[config.mk]
export PLATFORM = sky130hd
export DESIGN_NAME = nmea_rmc_sentence_parser_unit
export DESIGN_NICKNAME = d
export VERILOG_FILES = /design/src/rtl/nrmc_pkg.sv /design/src/rtl/nrmc_parse_core.sv /design/src/rtl/nrmc_result_stage.sv /design/src/rtl/nmea_rmc_sentence_parser_unit.sv
export SDC_FILE = /design/constraint.sdc
export NUM_CORES = 1
export LEC_CHECK = 0
export ABC_AREA = 1
export CELL_PAD_IN_SITES_DETAIL_PLACEMENT = 1
export CELL_PAD_IN_SITES_GLOBAL_PLACEMENT = 2
export CORE_MARGIN = 2
export CORE_UTILIZATION = 25
export CTS_BUF_LIST = sky130_fd_sc_hd__clkbuf_16
export DETAILED_ROUTE_END_ITERATION = 12
export DONT_BUFFER_PORTS = 1
export PLACE_DENSITY_LB_ADDON = 0.1
export SETUP_SLACK_MARGIN = 0.2
export SYNTH_ARGS = -nofsm -noshare
export SYNTH_HDL_FRONTEND = slang
export SYNTH_SLANG_ARGS = --single-unit
[constraint.sdc]
create_clock -name aclk -period 8.2 [get_ports aclk]
set_input_delay 1.64 -clock aclk [delete_from_list [all_inputs] [get_ports aclk]]
set_output_delay 1.64 -clock aclk [all_outputs]
set_load 0.01 [all_outputs]
[src/rtl/nrmc_pkg.sv]
// ----------------------------------------------------------------------------
// NMEA RMC parser package
// Shared types, character codes, field numbers and digit weighting helpers.
// ----------------------------------------------------------------------------
package nrmc_pkg;

    localparam logic [7:0] SEP_CHAR  = 8'h2c;
    localparam logic [7:0] ZERO_CHAR = 8'h30;
    localparam logic [7:0] NINE_CHAR = 8'h39;
    localparam logic [7:0] CHAR_A    = 8'h41;
    localparam logic [7:0] CHAR_N    = 8'h4e;
    localparam logic [7:0] CHAR_S    = 8'h53;
    localparam logic [7:0] CHAR_E    = 8'h45;
    localparam logic [7:0] CHAR_W    = 8'h57;

    localparam logic [3:0] COUNT_MAX = 4'd15;

    // Field numbers of the sentence, counted in commas.
    localparam logic [3:0] FLD_TIME    = 4'd1;
    localparam logic [3:0] FLD_STATUS  = 4'd2;
    localparam logic [3:0] FLD_LAT     = 4'd3;
    localparam logic [3:0] FLD_LAT_DIR = 4'd4;
    localparam logic [3:0] FLD_LON     = 4'd5;
    localparam logic [3:0] FLD_LON_DIR = 4'd6;
    localparam logic [3:0] FLD_DATE    = 4'd9;

    localparam logic [3:0] LAT_DIGITS = 4'd10;
    localparam logic [3:0] LON_DIGITS = 4'd11;
    localparam logic [3:0] PAIR_CHARS = 4'd6;

    localparam logic [4:0] HOUR_OFFSET_RESET = 5'd8;

    // One complete set of parsed values.
    typedef struct packed {
        logic [6:0]  hour;
        logic [6:0]  minute;
        logic [6:0]  second;
        logic        fix_valid;
        logic [29:0] lat_scaled;
        logic        lat_south;
        logic [33:0] lon_scaled;
        logic        lon_west;
        logic [6:0]  day_of_month;
        logic [6:0]  month_num;
        logic [6:0]  year_two_digit;
    } fix_t;

    // A non-digit character is worth nothing.
    function automatic logic [3:0] digit_value(input logic [7:0] ch);
        logic [3:0] d;
        begin
            if (ch >= ZERO_CHAR && ch <= NINE_CHAR) begin
                d = 4'(ch - ZERO_CHAR);
            end else begin
                d = 4'd0;
            end
            return d;
        end
    endfunction

    // Adds a digit to a two-digit value: tens on even positions, units on odd.
    function automatic logic [6:0] pair_add(input logic [6:0] acc, input logic odd_pos,
                                            input logic [3:0] d);
        logic [6:0] term;
        begin
            term = odd_pos ? 7'(d) : 7'(d) * 7'd10;
            return acc + term;
        end
    endfunction

    // Latitude ddmm.mmmmm scaled by 100000; position 4 is the decimal point.
    function automatic logic [29:0] lat_term(input logic [3:0] pos, input logic [3:0] d);
        logic [29:0] t;
        begin
            unique case (pos)
                4'd0:    t = 30'(d) * 30'd100000000;
                4'd1:    t = 30'(d) * 30'd10000000;
                4'd2:    t = 30'(d) * 30'd1000000;
                4'd3:    t = 30'(d) * 30'd100000;
                4'd5:    t = 30'(d) * 30'd10000;
                4'd6:    t = 30'(d) * 30'd1000;
                4'd7:    t = 30'(d) * 30'd100;
                4'd8:    t = 30'(d) * 30'd10;
                4'd9:    t = 30'(d);
                default: t = '0;
            endcase
            return t;
        end
    endfunction

    // Longitude dddmm.mmmmm scaled by 100000; position 5 is the decimal point.
    function automatic logic [33:0] lon_term(input logic [3:0] pos, input logic [3:0] d);
        logic [33:0] t;
        begin
            unique case (pos)
                4'd0:    t = 34'(d) * 34'd1000000000;
                4'd1:    t = 34'(d) * 34'd100000000;
                4'd2:    t = 34'(d) * 34'd10000000;
                4'd3:    t = 34'(d) * 34'd1000000;
                4'd4:    t = 34'(d) * 34'd100000;
                4'd6:    t = 34'(d) * 34'd10000;
                4'd7:    t = 34'(d) * 34'd1000;
                4'd8:    t = 34'(d) * 34'd100;
                4'd9:    t = 34'(d) * 34'd10;
                4'd10:   t = 34'(d);
                default: t = '0;
            endcase
            return t;
        end
    endfunction

endpackage

[src/rtl/nrmc_parse_core.sv]
// ----------------------------------------------------------------------------
// NMEA RMC parse core
// Field and character counters plus the parsed value registers, one byte a cycle while accept is high.
// ----------------------------------------------------------------------------
module nrmc_parse_core
    import nrmc_pkg::*;
(
    input  logic       aclk,
    input  logic       aresetn,
    input  logic       accept,
    input  logic [7:0] rx_byte,
    input  logic       end_of_sentence,
    output fix_t       parsed_next
);

    logic [3:0] field_reg, field_next;
    logic [3:0] pos_reg, pos_next;
    fix_t       vals_reg, vals_next;
    logic [3:0] digit;

    assign digit = digit_value(rx_byte);

    always_comb begin
        field_next = field_reg;
        pos_next   = pos_reg;
        vals_next  = vals_reg;
        if (accept) begin
            if (rx_byte == SEP_CHAR) begin
                // An empty hemisphere field clears its direction.
                if (pos_reg == 4'd0) begin
                    if (field_reg == FLD_LAT_DIR) begin
                        vals_next.lat_south = 1'b0;
                    end
                    if (field_reg == FLD_LON_DIR) begin
                        vals_next.lon_west = 1'b0;
                    end
                end
                if (field_reg != COUNT_MAX) begin
                    field_next = field_reg + 4'd1;
                end
                pos_next = 4'd0;
                unique case (field_next)
                    FLD_TIME: begin
                        vals_next.hour   = '0;
                        vals_next.minute = '0;
                        vals_next.second = '0;
                    end
                    FLD_STATUS: vals_next.fix_valid  = 1'b0;
                    FLD_LAT:    vals_next.lat_scaled = '0;
                    FLD_LON:    vals_next.lon_scaled = '0;
                    FLD_DATE: begin
                        vals_next.day_of_month   = '0;
                        vals_next.month_num      = '0;
                        vals_next.year_two_digit = '0;
                    end
                    default: ;
                endcase
            end else begin
                unique case (field_reg)
                    FLD_TIME: begin
                        if (pos_reg < PAIR_CHARS) begin
                            unique case (pos_reg[2:1])
                                2'd0: vals_next.hour =
                                    pair_add(vals_reg.hour, pos_reg[0], digit);
                                2'd1: vals_next.minute =
                                    pair_add(vals_reg.minute, pos_reg[0], digit);
                                default: vals_next.second =
                                    pair_add(vals_reg.second, pos_reg[0], digit);
                            endcase
                        end
                    end
                    FLD_STATUS: begin
                        if (pos_reg == 4'd0) begin
                            vals_next.fix_valid = (rx_byte == CHAR_A);
                        end
                    end
                    FLD_LAT: begin
                        if (pos_reg < LAT_DIGITS) begin
                            vals_next.lat_scaled = vals_reg.lat_scaled
                                                 + lat_term(pos_reg, digit);
                        end
                    end
                    FLD_LAT_DIR: begin
                        if (pos_reg == 4'd0) begin
                            if (rx_byte == CHAR_N) begin
                                vals_next.lat_south = 1'b0;
                            end else if (rx_byte == CHAR_S) begin
                                vals_next.lat_south = 1'b1;
                            end
                        end
                    end
                    FLD_LON: begin
                        if (pos_reg < LON_DIGITS) begin
                            vals_next.lon_scaled = vals_reg.lon_scaled
                                                 + lon_term(pos_reg, digit);
                        end
                    end
                    FLD_LON_DIR: begin
                        if (pos_reg == 4'd0) begin
                            if (rx_byte == CHAR_E) begin
                                vals_next.lon_west = 1'b0;
                            end else if (rx_byte == CHAR_W) begin
                                vals_next.lon_west = 1'b1;
                            end
                        end
                    end
                    FLD_DATE: begin
                        if (pos_reg < PAIR_CHARS) begin
                            unique case (pos_reg[2:1])
                                2'd0: vals_next.day_of_month =
                                    pair_add(vals_reg.day_of_month, pos_reg[0], digit);
                                2'd1: vals_next.month_num =
                                    pair_add(vals_reg.month_num, pos_reg[0], digit);
                                default: vals_next.year_two_digit =
                                    pair_add(vals_reg.year_two_digit, pos_reg[0], digit);
                            endcase
                        end
                    end
                    default: ;
                endcase
                if (pos_reg != COUNT_MAX) begin
                    pos_next = pos_reg + 4'd1;
                end
            end
            // The last byte is parsed first, then both counters restart.
            if (end_of_sentence) begin
                field_next = 4'd0;
                pos_next   = 4'd0;
            end
        end
    end

    always_ff @(posedge aclk) begin
        if (!aresetn) begin
            field_reg <= 4'd0;
            pos_reg   <= 4'd0;
            vals_reg  <= '0;
        end else begin
            field_reg <= field_next;
            pos_reg   <= pos_next;
            vals_reg  <= vals_next;
        end
    end

    assign parsed_next = vals_next;

    a_eos_restart: assert property (@(posedge aclk) disable iff (!aresetn)
        accept && end_of_sentence |=> field_reg == 4'd0 && pos_reg == 4'd0)
        else $error("counters not restarted after last byte");

    a_sep_pos: assert property (@(posedge aclk) disable iff (!aresetn)
        accept && rx_byte == SEP_CHAR |=> pos_reg == 4'd0)
        else $error("character position not cleared by separator");

    a_pos_step: assert property (@(posedge aclk) disable iff (!aresetn)
        accept && !end_of_sentence && rx_byte != SEP_CHAR && pos_reg != COUNT_MAX
        |=> pos_reg == $past(pos_reg) + 4'd1)
        else $error("character position did not advance");

endmodule

[src/rtl/nrmc_result_stage.sv]
// ----------------------------------------------------------------------------
// NMEA RMC result stage
// Hour offset register, local hour adjustment and the registered result item.
// ----------------------------------------------------------------------------
module nrmc_result_stage
    import nrmc_pkg::*;
(
    input  logic        aclk,
    input  logic        aresetn,
    input  logic        load,
    input  fix_t        parsed,
    input  logic        cfg_wr_en,
    input  logic [4:0]  cfg_wr_data,
    input  logic        m_ready,
    output logic        m_valid,
    output fix_t        result
);

    logic [4:0] hour_offset_reg;
    logic       m_valid_reg, m_valid_next;
    fix_t       result_reg, result_next;
    logic [7:0] hour_sum;

    assign hour_sum = 8'(parsed.hour) + 8'(hour_offset_reg);

    always_comb begin
        result_next      = parsed;
        result_next.hour = hour_sum[7] ? 7'h7f : hour_sum[6:0];
        m_valid_next     = m_valid_reg;
        if (load) begin
            m_valid_next = 1'b1;
        end else if (m_ready) begin
            m_valid_next = 1'b0;
        end
    end

    always_ff @(posedge aclk) begin
        if (!aresetn) begin
            hour_offset_reg <= HOUR_OFFSET_RESET;
            m_valid_reg     <= 1'b0;
        end else begin
            if (cfg_wr_en) begin
                hour_offset_reg <= cfg_wr_data;
            end
            m_valid_reg <= m_valid_next;
        end
    end

    always_ff @(posedge aclk) begin
        if (load) begin
            result_reg <= result_next;
        end
    end

    assign m_valid = m_valid_reg;
    assign result  = result_reg;

    a_load_free: assert property (@(posedge aclk) disable iff (!aresetn)
        load |-> !m_valid_reg || m_ready)
        else $error("result item overwritten before it was taken");

    a_load_valid: assert property (@(posedge aclk) disable iff (!aresetn)
        load |=> m_valid_reg)
        else $error("loaded result item not presented");

    a_hour_floor: assert property (@(posedge aclk) disable iff (!aresetn)
        load && !cfg_wr_en |=> result_reg.hour >= 7'(hour_offset_reg))
        else $error("local hour below the configured offset");

endmodule

[src/rtl/nmea_rmc_sentence_parser_unit.sv]
// A result item appears in the cycle after its flagged last byte is accepted.
// Throughput: one byte per cycle unless a flagged last byte waits for room; all fields update in one pass.
// A byte without the end flag is accepted even while a result item waits to be taken.
// Reset (aresetn low, synchronous) clears counters and values; the hour offset becomes 8.
// ----------------------------------------------------------------------------
// NMEA RMC sentence parser unit
// Parses an RMC sentence byte by byte and presents time, fix status, position
// and date as one result item when the last byte of the sentence arrives.
// ----------------------------------------------------------------------------
module nmea_rmc_sentence_parser_unit
    import nrmc_pkg::*;
(
    input  logic        aclk,
    input  logic        aresetn,

    // Configuration: hour offset added to the parsed UTC hour.
    input  logic        cfg_wr_en,
    input  logic [4:0]  cfg_wr_data,

    // Input channel: one sentence character per item.
    input  logic        s_valid,
    output logic        s_ready,
    input  logic [7:0]  s_rx_byte,
    input  logic        s_end_of_sentence,

    // Result channel: one item per sentence.
    output logic        m_valid,
    input  logic        m_ready,
    output logic [6:0]  m_hour,
    output logic [6:0]  m_minute,
    output logic [6:0]  m_second,
    output logic        m_fix_valid,
    output logic [29:0] m_lat_scaled,
    output logic        m_lat_south,
    output logic [33:0] m_lon_scaled,
    output logic        m_lon_west,
    output logic [6:0]  m_day_of_month,
    output logic [6:0]  m_month_num,
    output logic [6:0]  m_year_two_digit
);

    logic accept;
    logic load;
    fix_t parsed_next;
    fix_t result;

    // Only the last byte of a sentence needs room in the result register, so
    // every other byte flows in regardless of the downstream side. The flagged
    // byte is taken when the register is empty or is being emptied this cycle.
    assign s_ready = !s_end_of_sentence || !m_valid || m_ready;
    assign accept  = s_valid && s_ready;
    assign load    = accept && s_end_of_sentence;

    // The parse core keeps the field counter, the character position and the
    // running values; it offers the values as they stand after this byte.
    nrmc_parse_core u_core (
        .aclk            (aclk),
        .aresetn         (aresetn),
        .accept          (accept),
        .rx_byte         (s_rx_byte),
        .end_of_sentence (s_end_of_sentence),
        .parsed_next     (parsed_next)
    );

    // The result stage adds the local hour offset, saturating at the top of
    // the seven-bit range, and holds the item until the consumer takes it.
    nrmc_result_stage u_result (
        .aclk        (aclk),
        .aresetn     (aresetn),
        .load        (load),
        .parsed      (parsed_next),
        .cfg_wr_en   (cfg_wr_en),
        .cfg_wr_data (cfg_wr_data),
        .m_ready     (m_ready),
        .m_valid     (m_valid),
        .result      (result)
    );

    assign m_hour           = result.hour;
    assign m_minute         = result.minute;
    assign m_second         = result.second;
    assign m_fix_valid      = result.fix_valid;
    assign m_lat_scaled     = result.lat_scaled;
    assign m_lat_south      = result.lat_south;
    assign m_lon_scaled     = result.lon_scaled;
    assign m_lon_west       = result.lon_west;
    assign m_day_of_month   = result.day_of_month;
    assign m_month_num      = result.month_num;
    assign m_year_two_digit = result.year_two_digit;

endmodule
==> run summary <==
post-DP HPWL = 72500 um
Hold Path Depth = 2
Final Cycle Share = 88.2%
PnR Total Power = 2.89 mW
# IOs = 130
Worst path max stage delay = 500 ps
cell mode on critical path = nor2_1
antenna violations before repair = 2
CP Data Arrival Time = 7570 ps
TritonCTS Buffers = 31
FFs w/ async S/R, synth = 0%
Buffers on Ports = 0
worst r2r path cells = 23
status = completed
CTS Buffer Depth = 3
die height = 286 um
GRT overflow = 0
RSZ-0062 raised after global routing = false
LEAKAGE = 9.78 nW
finished layout cell area = 22100 um^2
Slew @ Worst Pin = 1190 ps
CP Buf/Inv Count = 4
synth warn = 0
Synth Area per Inst = 6.95 um^2
H-tree depth = 1
ys flop type = dfxtp_1
Req. time, crit path = 8530 ps
Max Cap Viol = 0
Slowest cell on crit path = fa_1
vias in the first global route = 20500
Slew Limit Fails = 0
final setup violation count = 0
largest net degree at the start of global routing = 66
Worst Setup End Kind = flop
Crit path max-delay family = simple AND/OR/NAND/NOR gates
Max VDD drop = 0.167 mV
syn nets = 3070
clock share of power = 46.1%
drt pass-1 iters = 5
Gate power share = 9.9%
Mapped Cells = 2858
vias = 19800
row count = 103
sw frac = 28.6%
Clock transition at path regs = 60 ps
flops & latches, synth = 232
startpoint types = input pin
net switching power = 0.826 mW
Placed Area = 21100 um^2
clock sink total = 232
Crit Path Class = input pin to flop
Final ANT Viol Nets = 0
share of post-route cells with drive strength above 1 = 5.87%
Critical Path Stages = 29
CTS Hold Buffers Added = 0
routed wire length = 89800 um
fmax = 138 MHz
Int Pwr = 2.06 mW
Post-synth EDFFs = 109
clk_skew = 22.8 ps
Hold Path Class = flop to flop
Die ar. = 81700 um^2
DIE WIDTH = 286 um
Final Hold Viols = 0
DRC violations left = 0
first-pass GRT wire length = 134000 um
final net count = 3067
sequential-to-total area share from yosys stat = 28.9%
r2r setup slk = 2590 ps
initial core utilization = 25.2%
Worst-Skew Late Latency = 610 ps
CP Max Fanout = 8
Antenna diodes = 0
wire per inst = 22.9 um
total track usage = 21.7%
Synth Cell Area = 19900 um^2
Final min period = 7230 ps
Vias/cell = 5.03
Relative slew margins = 20.7%
PD cells = 131 nW/um^2
initial drt markers = 1116
Area growth, synth to finish = 11.3%
clk root buf = clkbuf_16
CTS tree = built
sequential share of power = 44.0%
setup TNS = 0 ps
Core ar. = 78900 um^2
Placer Congestion = 0.919
Cell variety after synth = 61
==> worst min-delay path: cells and delay by family (launching register included) <==
family,cells,cell delay [ps]
and+or+nand+nor,2,110
DFF,1,320
==> metal layers <==
layer	part of all wire [%]	track usage (%)
met4	1.7	4.24
met3	3.3	2.31
met5	0	0
met2	46	36.0
met1	49	30.4
==> path summary, 6_finish.rpt <==
path / startpoint / to
max: s_rx_byte[7] / u_result.result[49]
min: u_result.hour_offset_reg[3] / u_result.hour_offset_reg[3]
max reg2reg: u_core.pos_reg[0] / u_result.result[55]
min reg2reg: u_result.hour_offset_reg[3] / u_result.hour_offset_reg[3]
==> cells in the mapped netlist, types with 5 or more instances <==
cell,instances,area (um^2)
o221ai_1,16,140
nor2_2,15,93.8
a31oi_1,10,62.6
fa_1,25,500
nor2_1,310,1160
dfxtp_1,123,2460
buf_1,5,18.8
clkbuf_1,35,131
xnor2_1,22,193
o211ai_1,25,188
a211oi_1,12,90.1
nor4_1,14,87.6
buf_2,28,140
a21oi_1,264,1320
a221oi_1,6,52.6
edfxtp_1,109,3270
ha_1,168,2100
nand3b_1,9,67.6
o22ai_1,33,206
nor3_1,35,175
inv_2,23,86.3
o21ai_2,5,43.8
o31ai_1,7,52.6
nand2_1,710,2670
xor2_1,73,639
o21ai_0,155,776
o21ai_1,13,65.1
clkinv_1,6,22.5
nand4_1,26,163
o21bai_1,16,120
inv_1,303,1140
or2_2,14,87.6
a21o_1,14,105
nor2_4,5,56.3
o21a_1,6,45.0
nand3_1,156,781
o2111ai_1,13,114
nand2_2,5,31.3
==> power groups by stage <==
| stage | logic, mW | clock network [mW] | registers, mW |
|---|---|---|---|
| 2_1_floorplan | 0.182 | 0 | 1.29 |
| 3_3_place_gp | 0.284 | 0 | 1.30 |
| 3_5_place_dp | 0.287 | 0 | 1.30 |
| 4_1_cts | 0.289 | 1.38 | 1.27 |
| 5_1_grt | 0.315 | 1.42 | 1.27 |
| 6_report | 0.287 | 1.33 | 1.27 |
==> metrics by stage <==
stage / hold slack (ps) / setup WS (ps) / std cells / utilization [%]
3_5_place_dp: 487 / 189 / 3872 / 26.8
3_3_place_gp: 477 / 174 / 3872 / 26.8
4_1_cts: 498 / 811 / 3930 / 28.0
5_1_grt: 519 / 387 / 3930 / 28.0
2_1_floorplan: 435 / 1450 / 2858 / -
6_report: 490 / 965 / 3930 / 28.0
==> final cells by class <==
type / instances / area [um^2]
Fill cell: 9724 / 56800
Tap cell: 1050 / 1310
Sequential cell: 232 / 5740
Clock buffer: 31 / 776
Clock inverter: 27 / 199
Inverter: 333 / 1260
Multi-Input combinational cell: 2217 / 12500
Timing Repair Buffer: 40 / 300
==> cell usage in the layout (no fill, tap or decap), types with 6 or more instances in the layout <==
master / n
o31ai_1: 7
nor2_1: 310
fa_1: 25
inv_1: 308
nand4_1: 26
o221ai_1: 16
nand3_1: 156
o21bai_1: 16
clkbuf_16: 31
o2111ai_1: 13
edfxtp_1: 109
nor4_1: 14
a211oi_1: 12
a221oi_1: 6
nand2_1: 710
o21ai_0: 154
xnor2_1: 22
xor2_1: 73
dfxtp_1: 123
o211ai_1: 25
nand3b_1: 9
inv_2: 21
clkinv_1: 13
buf_4: 40
a31oi_1: 10
a21oi_1: 264
o21a_1: 6
a21o_1: 14
o22ai_1: 33
clkinv_2: 8
o21ai_1: 14
nor2_2: 15
or2_2: 14
ha_1: 168
nor3_1: 35
==> cell families after synthesis <==
kind of cell	share of synthesized area [%]
buffers and inverters	8.11
xor gates and xnor gates	4.19
DFF	28.9
adders and majority gates	13.1
and+or+nand+nor	27.9
AOI/OAI and AO/OA	17.8
==> what timing repair did <==
item,4_1_cts,5_1_grt
setup buffers,0,0
gates resized for setup,0,1
endpoints found under the setup margin,0,1
Power figures use the tool's default switching activity.
